<file path="src/rtl/apc_pkg.sv">
package apc_pkg;

  // Configuration register widths (fixed by the register map).
  localparam int GainW   = 8;
  localparam int OffsetW = 12;
  localparam int StepW   = 8;
  localparam int LimitW  = 7;
  localparam int DriveW  = 8;

  // APB register map: register index sits at paddr[AddrW-1:2].
  localparam int AddrW   = 5;
  localparam int RegIdxW = 3;

  typedef enum logic [RegIdxW-1:0] {
    REG_GAIN        = 3'd0,
    REG_MID_OFFSET  = 3'd1,
    REG_HIGH_OFFSET = 3'd2,
    REG_NUDGE_STEP  = 3'd3,
    REG_DRIVE_LIMIT = 3'd4
  } reg_idx_e;

  localparam logic [GainW-1:0]   GainRst       = 8'd77;
  localparam logic [OffsetW-1:0] MidOffsetRst  = 12'd800;
  localparam logic [OffsetW-1:0] HighOffsetRst = 12'd1500;
  localparam logic [StepW-1:0]   NudgeStepRst  = 8'd25;
  localparam logic [LimitW-1:0]  DriveLimitRst = 7'd127;

  // Preset reset values on a 12-bit ADC scale; scaled for other ADC widths.
  localparam int PresetLowRst12  = 3800;
  localparam int PresetMidRst12  = 3000;
  localparam int PresetHighRst12 = 2300;

  typedef struct packed {
    logic [GainW-1:0]   gain_q8;
    logic [OffsetW-1:0] mid_offset;
    logic [OffsetW-1:0] high_offset;
    logic [StepW-1:0]   nudge_step;
    logic [LimitW-1:0]  drive_limit;
  } apc_cfg_t;

  typedef struct packed {
    logic preset_high_btn;
    logic preset_mid_btn;
    logic preset_low_btn;
    logic nudge_up_btn;
    logic nudge_down_btn;
    logic limit_left;
    logic limit_right;
  } apc_btn_t;

endpackage

</file>
<file path="src/rtl/apc_cfg_regs.sv">
module apc_cfg_regs
  import apc_pkg::*;
(
  input  logic             clk_i,
  input  logic             rst_ni,
  input  logic             psel,
  input  logic             penable,
  input  logic             pwrite,
  input  logic [AddrW-1:0] paddr,
  input  logic [31:0]      pwdata,
  output logic [31:0]      prdata,
  output logic             pready,
  output apc_cfg_t         cfg_o
);

  apc_cfg_t cfg_q;
  logic     wr_en;
  reg_idx_e idx;

  assign pready = 1'b1;
  assign wr_en  = psel & penable & pwrite;
  assign idx    = reg_idx_e'(paddr[AddrW-1:2]);
  assign cfg_o  = cfg_q;

  always_ff @(posedge clk_i or negedge rst_ni) begin
    if (!rst_ni) begin
      cfg_q.gain_q8     <= GainRst;
      cfg_q.mid_offset  <= MidOffsetRst;
      cfg_q.high_offset <= HighOffsetRst;
      cfg_q.nudge_step  <= NudgeStepRst;
      cfg_q.drive_limit <= DriveLimitRst;
    end else if (wr_en) begin
      unique case (idx)
        REG_GAIN:        cfg_q.gain_q8     <= pwdata[GainW-1:0];
        REG_MID_OFFSET:  cfg_q.mid_offset  <= pwdata[OffsetW-1:0];
        REG_HIGH_OFFSET: cfg_q.high_offset <= pwdata[OffsetW-1:0];
        REG_NUDGE_STEP:  cfg_q.nudge_step  <= pwdata[StepW-1:0];
        REG_DRIVE_LIMIT: cfg_q.drive_limit <= pwdata[LimitW-1:0];
        default: ;
      endcase
    end
  end

  always_comb begin
    unique case (idx)
      REG_GAIN:        prdata = {{(32-GainW){1'b0}}, cfg_q.gain_q8};
      REG_MID_OFFSET:  prdata = {{(32-OffsetW){1'b0}}, cfg_q.mid_offset};
      REG_HIGH_OFFSET: prdata = {{(32-OffsetW){1'b0}}, cfg_q.high_offset};
      REG_NUDGE_STEP:  prdata = {{(32-StepW){1'b0}}, cfg_q.nudge_step};
      REG_DRIVE_LIMIT: prdata = {{(32-LimitW){1'b0}}, cfg_q.drive_limit};
      default:         prdata = 32'd0;
    endcase
  end

endmodule

</file>
<file path="src/rtl/apc_core.sv">
module apc_core
  import apc_pkg::*;
#(
  parameter int ADC_WIDTH = 12
) (
  input  logic                     clk_i,
  input  logic                     rst_ni,
  input  logic                     step_i,
  input  apc_cfg_t                 cfg_i,
  input  logic [ADC_WIDTH-1:0]     pot_right_i,
  input  logic [ADC_WIDTH-1:0]     pot_left_i,
  input  apc_btn_t                 btn_i,
  output logic signed [DriveW-1:0] drive_o,
  output logic [ADC_WIDTH-1:0]     setpoint_o
);

  localparam int W    = ADC_WIDTH;
  localparam int CmpW = (W > OffsetW) ? W : OffsetW;
  localparam logic [W-1:0] AdcMax = {W{1'b1}};
  localparam logic [W-1:0] LowRst  = W'(PresetLowRst12 * (1 << W) / 4096);
  localparam logic [W-1:0] MidRst  = W'(PresetMidRst12 * (1 << W) / 4096);
  localparam logic [W-1:0] HighRst = W'(PresetHighRst12 * (1 << W) / 4096);

  logic [W-1:0]    setpoint_q, setpoint_d;
  logic [W-1:0]    low_q, low_d, mid_q, mid_d, high_q, high_d;
  logic [W:0]      pot_sum;
  logic [W-1:0]    avg;
  logic [W-1:0]    step_ext;
  logic [W:0]      up_sum;
  logic [CmpW-1:0] avg_c, mid_off_c, high_off_c;
  logic            lim_closed;
  logic            neg;
  logic [W-1:0]    err_mag;
  logic [W+GainW-1:0] product;
  logic [W-1:0]    scaled;
  logic [LimitW-1:0] mag;

  assign pot_sum    = {1'b0, pot_right_i} + {1'b0, pot_left_i};
  assign avg        = pot_sum[W:1];
  assign step_ext   = W'(cfg_i.nudge_step);
  assign up_sum     = {1'b0, setpoint_q} + {1'b0, step_ext};
  assign avg_c      = CmpW'(avg);
  assign mid_off_c  = CmpW'(cfg_i.mid_offset);
  assign high_off_c = CmpW'(cfg_i.high_offset);
  // A switch pin reads 0 when the switch is closed.
  assign lim_closed = !btn_i.limit_left || !btn_i.limit_right;

  always_comb begin
    setpoint_d = setpoint_q;
    low_d      = low_q;
    mid_d      = mid_q;
    high_d     = high_q;
    if (btn_i.preset_high_btn) begin
      setpoint_d = high_q;
    end else if (btn_i.preset_mid_btn) begin
      setpoint_d = mid_q;
    end else if (btn_i.preset_low_btn) begin
      setpoint_d = low_q;
    end else if (btn_i.nudge_up_btn) begin
      setpoint_d = (setpoint_q > step_ext) ? setpoint_q - step_ext : '0;
    end else if (btn_i.nudge_down_btn) begin
      setpoint_d = (up_sum > {1'b0, AdcMax}) ? AdcMax : up_sum[W-1:0];
    end else if (lim_closed) begin
      setpoint_d = avg;
      low_d      = avg;
      mid_d      = (avg_c > mid_off_c) ? W'(avg_c - mid_off_c) : '0;
      high_d     = (avg_c > high_off_c) ? W'(avg_c - high_off_c) : '0;
    end
  end

  // Proportional term on the updated setpoint, sign-magnitude form.
  always_comb begin
    neg     = setpoint_d < avg;
    err_mag = neg ? avg - setpoint_d : setpoint_d - avg;
    product = (W+GainW)'(err_mag) * (W+GainW)'(cfg_i.gain_q8);
    scaled  = product[W+GainW-1:GainW];
    mag     = (scaled > W'(cfg_i.drive_limit)) ? cfg_i.drive_limit : scaled[LimitW-1:0];
    drive_o = neg ? -$signed({1'b0, mag}) : $signed({1'b0, mag});
  end

  assign setpoint_o = setpoint_d;

  always_ff @(posedge clk_i or negedge rst_ni) begin
    if (!rst_ni) begin
      setpoint_q <= '0;
      low_q      <= LowRst;
      mid_q      <= MidRst;
      high_q     <= HighRst;
    end else if (step_i) begin
      setpoint_q <= setpoint_d;
      low_q      <= low_d;
      mid_q      <= mid_d;
      high_q     <= high_d;
    end
  end

endmodule

</file>
<file path="src/rtl/arm_position_p_controller_unit.sv">
// Channel     | Direction | Transfer contents
// s_axis      | in        | tdata: pot_right, pot_left, preset_high_btn, preset_mid_btn,
//             |           |        preset_low_btn, nudge_up_btn, nudge_down_btn,
//             |           |        limit_left, limit_right
// m_axis      | out       | tdata: drive, setpoint_now
// APB         | in        | gain_q8, mid_offset, high_offset, nudge_step, drive_limit
//
// One item per cycle sustained while m_axis_tready stays high; an item passes the input register
// and then the result register around the single-pass datapath.
// The setpoint and presets update when an item moves from the input register into the
// result register, so a stalled output holds the state as well.
// Reset is asynchronous and active low; it loads the register and preset defaults.
module arm_position_p_controller_unit
  import apc_pkg::*;
#(
  parameter int ADC_WIDTH = 12
) (
  input  logic             clk_i,
  input  logic             rst_ni,
  // APB configuration port
  input  logic             psel,
  input  logic             penable,
  input  logic             pwrite,
  input  logic [AddrW-1:0] paddr,
  input  logic [31:0]      pwdata,
  output logic [31:0]      prdata,
  output logic             pready,
  // Input stream
  input  logic             s_axis_tvalid,
  output logic             s_axis_tready,
  // From bit 0: pot_right, pot_left, preset_high_btn, preset_mid_btn, preset_low_btn,
  // nudge_up_btn, nudge_down_btn, limit_left, limit_right, zero fill
  input  logic [((2*ADC_WIDTH+7+7)/8)*8-1:0] s_axis_tdata,
  // Output stream
  output logic             m_axis_tvalid,
  input  logic             m_axis_tready,
  // From bit 0: drive, setpoint_now, zero fill
  output logic [((DriveW+ADC_WIDTH+7)/8)*8-1:0] m_axis_tdata
);

  localparam int W      = ADC_WIDTH;
  localparam int OutW   = ((DriveW+W+7)/8)*8;

  apc_cfg_t cfg;

  logic                     in_valid_q;
  logic [W-1:0]             pot_right_q, pot_left_q;
  apc_btn_t                 btn_q;
  logic                     out_valid_q;
  logic signed [DriveW-1:0] drive_q;
  logic [W-1:0]             setpoint_q;

  logic                     out_load;
  logic                     in_load;
  logic signed [DriveW-1:0] drive_d;
  logic [W-1:0]             setpoint_d;
  apc_btn_t                 btn_in;

  apc_cfg_regs u_cfg (
    .clk_i   (clk_i),
    .rst_ni  (rst_ni),
    .psel    (psel),
    .penable (penable),
    .pwrite  (pwrite),
    .paddr   (paddr),
    .pwdata  (pwdata),
    .prdata  (prdata),
    .pready  (pready),
    .cfg_o   (cfg)
  );

  apc_core #(
    .ADC_WIDTH (ADC_WIDTH)
  ) u_core (
    .clk_i       (clk_i),
    .rst_ni      (rst_ni),
    .step_i      (out_load),
    .cfg_i       (cfg),
    .pot_right_i (pot_right_q),
    .pot_left_i  (pot_left_q),
    .btn_i       (btn_q),
    .drive_o     (drive_d),
    .setpoint_o  (setpoint_d)
  );

  // The button fields sit above the two pot samples, highest priority first.
  assign btn_in = apc_btn_t'({s_axis_tdata[2*W], s_axis_tdata[2*W+1], s_axis_tdata[2*W+2],
                              s_axis_tdata[2*W+3], s_axis_tdata[2*W+4],
                              s_axis_tdata[2*W+5], s_axis_tdata[2*W+6]});

  assign out_load      = in_valid_q && (!out_valid_q || m_axis_tready);
  assign s_axis_tready = !in_valid_q || out_load;
  assign in_load       = s_axis_tvalid && s_axis_tready;

  always_ff @(posedge clk_i or negedge rst_ni) begin
    if (!rst_ni) begin
      in_valid_q  <= 1'b0;
      out_valid_q <= 1'b0;
    end else begin
      if (in_load) begin
        in_valid_q <= 1'b1;
      end else if (out_load) begin
        in_valid_q <= 1'b0;
      end
      if (out_load) begin
        out_valid_q <= 1'b1;
      end else if (m_axis_tready) begin
        out_valid_q <= 1'b0;
      end
    end
  end

  always_ff @(posedge clk_i) begin
    if (in_load) begin
      pot_right_q <= s_axis_tdata[W-1:0];
      pot_left_q  <= s_axis_tdata[2*W-1:W];
      btn_q       <= btn_in;
    end
    if (out_load) begin
      drive_q    <= drive_d;
      setpoint_q <= setpoint_d;
    end
  end

  assign m_axis_tvalid = out_valid_q;
  assign m_axis_tdata  = {{(OutW-DriveW-W){1'b0}}, setpoint_q, drive_q};

  // The full clamp range is symmetric, so the most negative code never appears.
  a_drive_symmetric : assert property (@(posedge clk_i) disable iff (!rst_ni)
    m_axis_tvalid |-> (m_axis_tdata[DriveW-1:0] != {1'b1, {(DriveW-1){1'b0}}}))
    else $error("drive holds the most negative code");

  // An empty result register never stalls the input side.
  a_no_false_stall : assert property (@(posedge clk_i) disable iff (!rst_ni)
    !out_valid_q |-> s_axis_tready)
    else $error("input stalled with empty result register");

  // An accepted item always reaches the input register.
  a_in_captured : assert property (@(posedge clk_i) disable iff (!rst_ni)
    (s_axis_tvalid && s_axis_tready) |=> in_valid_q)
    else $error("accepted transfer was dropped");

  // A pending item moves on as soon as the result register frees up.
  a_pipe_moves : assert property (@(posedge clk_i) disable iff (!rst_ni)
    (in_valid_q && m_axis_tready) |=> m_axis_tvalid)
    else $error("result missing after input register drained");

endmodule

</file>
<file path="config.mk">
export PLATFORM = sky130hd
export DESIGN_NAME = arm_position_p_controller_unit
export DESIGN_NICKNAME = d
export VERILOG_FILES = /design/src/rtl/apc_pkg.sv /design/src/rtl/apc_cfg_regs.sv /design/src/rtl/apc_core.sv /design/src/rtl/arm_position_p_controller_unit.sv
export SDC_FILE = /design/constraint.sdc
export NUM_CORES = 1
export LEC_CHECK = 0
export ABC_AREA = 1
export BUFFER_PORTS_ARGS = -buffer_cell sky130_fd_sc_hd__buf_2
export CAP_MARGIN = 20
export CORE_MARGIN = 5
export CORE_UTILIZATION = 55
export DETAILED_ROUTE_END_ITERATION = 10
export PLACE_DENSITY_LB_ADDON = 0.15
export SYNTH_ARGS = -nofsm -noshare
export SYNTH_HDL_FRONTEND = slang
export SYNTH_SLANG_ARGS = --single-unit
</file>
<file path="constraint.sdc">
create_clock -name clk_i -period 9.95 [get_ports clk_i]
set_input_delay 1.99 -clock clk_i [delete_from_list [all_inputs] [get_ports clk_i]]
set_output_delay 1.99 -clock clk_i [all_outputs]
set_load 0.03 [all_outputs]
</file>
# ---- Word level (Yosys, flattened, before mapping)
# Cells that the tools add are included.
dict set report word_totals {
  register_bits 148
  in_bits 76
}
dict set report op_classes {
  mul 1
  n_mux 18
  n_lt_le_gt_ge 6
  add_sub_neg 8
  n_reduce_logical 18
  n_bitwise 7
  eq_ne 4
}
# op count
set ops {}
lappend ops {{$mux 12} 11}
lappend ops {{$pmux 12 s5} 1}
lappend ops {{$sub 12x12->12} 4}
lappend ops {{$gt 12x12->1} 2}
lappend ops {{$mul 12x8->20} 1}
lappend ops {{$mux 7} 2}
lappend ops {{$add 12x12->13} 1}
lappend ops {{$add 12x8->13} 1}
lappend ops {{$gt 13x12->1 const B} 1}
lappend ops {{$gt 12x7->1} 1}
lappend ops {{$gt 12x8->1} 1}
lappend ops {{$lt 12x12->1} 1}
lappend ops {{$sub 12x8->12} 1}
lappend ops {{$reduce_and 2->1} 5}
lappend ops {{$neg 7->8} 1}
lappend ops {{$reduce_and 7->1} 1}
lappend ops {{$eq 3x2->1 const B} 2}
lappend ops {{$not 1->1} 5}
lappend ops {{$logic_not 1->1} 4}
lappend ops {{$mux 1} 4}
lappend ops {{$reduce_bool 2->1} 2}
lappend ops {{$eq 3x1->1 const B} 1}
lappend ops {{$eq 3x3->1 const B} 1}
lappend ops {{$logic_not 3->1} 1}
lappend ops {{3 further kinds} 7}

# ---- Longest topological paths before layout
dict set report logic_depth {
  depth_word 15
  depth_mapped 66
  depth_no_buf 66
}

# ---- Hierarchy
# Synthesis repeated with hierarchy kept, for this count alone.
dict set report hier_totals {
  cells_unflattened 1656
  hier_area_um2 13340.3
}
# module seq_area_each_um2 cells_per_inst area_per_inst_um2 instances
set by_module_without_submodules {}
lappend by_module_without_submodules {apc_core 1227.4 1287 9102.5 1}
lappend by_module_without_submodules {apc_cfg_regs 1206.2 301 2577.5 1}
lappend by_module_without_submodules {arm_position_p_controller_unit 1581.5 68 1660.3 1}

# ---- Worst setup path after synthesis
# No wires, ideal clock.
dict set report synth_path {
  path_type {register to register}
  from {register u_cfg.cfg_q, in the netlist u_cfg.cfg_o[7]}
  to {register drive_q[6], data pin}
  slack_ps 100
  stages_incl_launch_ff 60
  synth_period_minus_slack_ps 9850
  required_time_ps 9701
  t_arrival_ps 9601
  cell_sequence {dfstp_2 -> ha_1 -> inv_1 -> fa_1 -> o31ai_1 -> a21oi_1 -> o21ai_1 -> a21boi_1 -> nor2_1 -> nand2_1 -> nor3_2 -> nor2_1 -> o21ai_0 -> nand3_1 -> o211ai_1 -> nand2_1 -> o21ai_0 -> inv_1 -> [... 24 more ...] -> inv_1 -> o21bai_1 -> a21o_1 -> a21oi_1 -> o21ai_0 -> a21oi_1 -> or2_2 -> nand2_1 -> nor2_4 -> nand3_4 -> nand2_1 -> nand2_2 -> nor2_2 -> nand2_2 -> nand2_2 -> nand3_1 -> nand2_1 -> inv_1}
}
dict set report synth_between {
  elab_chain_cells 15
  word_cells_on_any_way 20
}
# element line
set synth_rtl {}
lappend synth_rtl {{start: declaration} apc_cfg_regs.sv:16} ;# apc_cfg_t cfg_q;
lappend synth_rtl {{$add 12x8->13} apc_core.sv:41} ;# assign up_sum = {1'b0, setpoint_q} + {1'b0, step_ext};
lappend synth_rtl {{$gt 13x12->1} apc_core.sv:62} ;# setpoint_d = (up_sum > {1'b0, AdcMax}) ? AdcMax : up_sum[W-1:0];
lappend synth_rtl {{$mux 12} apc_core.sv:62}
lappend synth_rtl {{$mux 12} apc_core.sv:61} ;# end else if (btn_i.nudge_down_btn) begin
lappend synth_rtl {{$mux 12 (*)} apc_core.sv:59} ;# end else if (btn_i.nudge_up_btn) begin
lappend synth_rtl {{$mux 12 (*)} apc_core.sv:57} ;# end else if (btn_i.preset_low_btn) begin
lappend synth_rtl {{$mux 12 (*)} apc_core.sv:55} ;# end else if (btn_i.preset_mid_btn) begin
lappend synth_rtl {{$mux 12 (*)} apc_core.sv:53} ;# if (btn_i.preset_high_btn) begin
lappend synth_rtl {{named net setpoint_d[8]} arm_position_p_controller_unit.sv:56} ;# logic [W-1:0] setpoint_d;
lappend synth_rtl {{$sub 12x12->12 or $lt 12x12->1 (tied branches)} {apc_core.sv:74, apc_core.sv:73}}
lappend synth_rtl {{$mux 12} apc_core.sv:74} ;# err_mag = neg ? avg - setpoint_d : setpoint_d - avg;
lappend synth_rtl {{$mul 12x8->20} apc_core.sv:75} ;# product = (W+GainW)'(err_mag) * (W+GainW)'(cfg_i.gain_q8);
lappend synth_rtl {{$gt 12x7->1} apc_core.sv:77} ;# mag = (scaled > W'(cfg_i.drive_limit)) ? cfg_i.drive_limit : scaled[LimitW-1:0];
lappend synth_rtl {{$mux 7} apc_core.sv:77}
lappend synth_rtl {{$neg 7->8} apc_core.sv:78} ;# drive_o = neg ? -$signed({1'b0, mag}) : $signed({1'b0, mag});
lappend synth_rtl {{$mux 7 (*)} apc_core.sv:78}
lappend synth_rtl {{named net drive_d[6]} arm_position_p_controller_unit.sv:55} ;# logic signed [DriveW-1:0] drive_d;
lappend synth_rtl {{end signal: assignment} arm_position_p_controller_unit.sv:120} ;# drive_q <= drive_d;
lappend synth_rtl {{end: declaration} arm_position_p_controller_unit.sv:50} ;# logic signed [DriveW-1:0] drive_q;
# The timed path passes the listed nets; every way through them passes the cells marked *.
# A chain may end at the register's enable or synchronous reset.

# ---- Worst setup path after layout
dict set report layout_path {
  from {register u_cfg.cfg_q, in the netlist u_cfg.cfg_o[7]}
  to {register drive_q[2], data pin}
}
# The elaborated chain is that of the path after synthesis.

==> impl_results.md <==
* EDFF count, synth at 51
* CTS tree: yes
* Sinks on Clock Net at 148
* Commonest non-fill, non-tap cell in the layout: buf_4
* Clock Skew at about 14 ps
* Chip width at roughly 160 µm
* GR Overflow Total at 0
* DR DRC count at 0
* Synth Register Bits at approximately 150
* Top Metal Used: met4
* Maximum fanout along the worst path at 6
* Antenna viol nets, final at 0
* Post-synth top flop: dfrtp_1
* Clock root buffer: clkbuf_16
* CP max stage cell: dfstp_2
* M1 WL at ~18000 µm
* Port Buffers at 86
* Dpl cells at ~2200
* F_max at 98.03 MHz
* H-tree Lvls at 4
* First drt pass iteration count at 6
* Setup Viol. Count Final at 7
* IO Count at 135
* Hold Buf Count CTS at 0
* Violated checks: negative setup slack
* Initial Util at 55.22%
* CP most frequent cell: inv_1
* Mean routed wirelength per cell at 18.97 µm
* Detailed Route WL at roughly 44000 µm
* Crit end category: flop
* Tot GR Track Use at 31.02%
* Delay of the slowest critical-path stage at between 600 and 700 ps
* Hold path startpoint: u_cfg.cfg_o[31]
* Fin Setup TNS at -1444 ps
* Total vias in the final route at 12730
* Mapped Area at 0.01284 mm²
* Number of vias per cell at 5.548
* Post-Syn Instances at 1583
* Detailed Place HPWL at 31110 µm
* Final hold vios at 0
* Post-synthesis cell type count at 58
* Global placer's final weighted congestion at around 0.95
* N_diodes at 0
* Worst slew pin tran at 1129 ps
* Register area share after synthesis at between 30% and 40%
* TritonCTS Buffers at 17
* Syn avg cell area at 8.114 µm²
* Async SR Flop Fraction at about two thirds
* Crit start category: flop
* P&R area growth vs syn at 36.38%
* Worst Path Required at 10130 ps
* Site Rows at 56
* Period utilization at 102.5%
* Layout cell share with drive strength beyond 1 at approximately a third
* Clock Latency Late Sink at between 400 and 500 ps
* Antenna violations before repair at 0
* Maxcap violations at 0
* RSZ-0062 raised after global routing: yes
* First DRT Iteration DRCs at roughly 1100
* Clock slew at reported path FFs at 70 ps
* WS Path Type: reg2reg
* Worst Slack Setup Final at -251.2 ps
* Rel. slew slack at 24.19%
* Die height at roughly 160 µm
* Vias in the first global route at 12060
* Detail Route met2 WL at 20430 µm
* Hold crit path type: reg2reg
* Status: complete, but fails checks
* Core area at 0.02326 mm²
* Launching point of the worst reg2reg path: u_cfg.cfg_o[7]
* Longest Clk Path Bufs at 2
* Wire length on met3 at 3331 µm
* Largest net degree at the start of global routing at between 70 and 80
* Die Area at 0.02651 mm²
* Layout net count at approximately 2200
* First-pass GRT wire length at 64120 µm
* Critical Path Source: u_cfg.cfg_o[7]
* Synth warn at 0
* Most frequent cells in the layout: 292 x buf_4, 263 x nand2_1, 229 x inv_1
* Slew Limit Fails at 0
* Min Tclk post-route at just over 10000 ps
* Post-Layout Cell Count at roughly 2300
* Crit path DAT at 10380 ps
final timing paths:
check | to | cells after the start | slack (ps)
hold reg to reg | u_cfg.cfg_o[31] | 2 | 490
setup / recovery | drive_q[2] | 54 | -250
hold / removal | u_cfg.cfg_o[31] | 2 | 490
setup reg to reg | drive_q[2] | 54 | -250
max in group asynchronous | u_cfg.cfg_o[31] | 2 | 7240
min in group asynchronous | in_valid_q | 1 | 1490
state kept, by name, summed over array words and instances, names as in the netlist:
register / flops
drive_q: 8
m_axis_tvalid: 1
u_core.high_q: 12
setpoint_q: 12
pot_left_q: 12
u_core.low_q: 12
btn_q: 7
u_core.setpoint_q: 12
pot_right_q: 12
u_core.mid_q: 12
in_valid_q: 1
u_cfg.cfg_o: 47
layout make-up:
cell class                      instances  area, µm²
Inverter                              259      978.4
Fill cell                            1700       5744
Clock inverter                         14      161.4
Clock buffer                           18      429.2
Multi-Input combinational cell       1142       8701
Timing Repair Buffer                  394       2834
Tap cell                              319      399.1
Sequential cell                       148       4015
logic make-up (layout without fill, tap and decap cells):
logic type,count (synthesis),in the layout,share of synthesized area [%]
AOI/OAI and AO/OA,320,320,14.27
xor gates and xnor gates,53,53,3.614
adders and majority gates,184,184,21.78
buffers and inverters,316,685,10.03
DFF,148,148,31.26
muxes,1,1,0.07793
other,2,25,0.05847
and+or+nand+nor,559,559,18.91
worst max-delay path, delay by kind of cell (launching register included):
family                   cells  cell delay, ps
buffers and inverters       15            1540
AO/OA/AOI/OAI               10            2030
flip-flops                   1             620
adder cells (fa/ha/maj)      9            3270
XOR/XNOR                     3             470
AND/OR/NAND/NOR             17            1980
metrics by stage:
stage          instance area, µm²  hold WS, ps  setup slack, ps  util, %
2_1_floorplan               12930        449.4            99.96        -
3_3_place_gp                15140        466.6           -777.1    65.08
3_5_place_dp                15140        472.7           -948.0    65.08
4_1_cts                     16740        487.7           -188.4    71.97
5_1_grt                     17520        507.9           -700.1    75.31
6_report                    17520        489.9           -251.2    75.31
Yosys cell counts (all sizes together), types with 17 or more instances:
master / instances / share of area (%)
clkbuf: 26 / 0.76
ha: 118 / 11
dfstp: 45 / 9.2
xor2: 42 / 2.9
nand2: 309 / 9.4
edfxtp: 51 / 12
fa: 66 / 10
o22ai: 18 / 0.88
o21ai: 132 / 5.2
dfrtp: 52 / 10
nand3: 48 / 2.2
inv: 251 / 7.4
nor2: 146 / 4.6
a21oi: 98 / 3.8
nand4: 17 / 0.83
buf: 31 / 1.7
repair_timing:
item,4_1_cts,5_1_grt
pin swaps,106,113
endpoints found under the setup margin,8,8
gates resized for setup,136,117
setup buffers,55,28
per-layer routing:
layer  track usage, %  vias up
met2            50.02      613
li1                 -     5900
met5                0        -
met4            10.18        0
met1            43.34     6088
met3            4.556      127
Power is left out: the tool's default activity adds up to more than one toggle a clock period on the data nets, which glitch-free logic cannot reach.
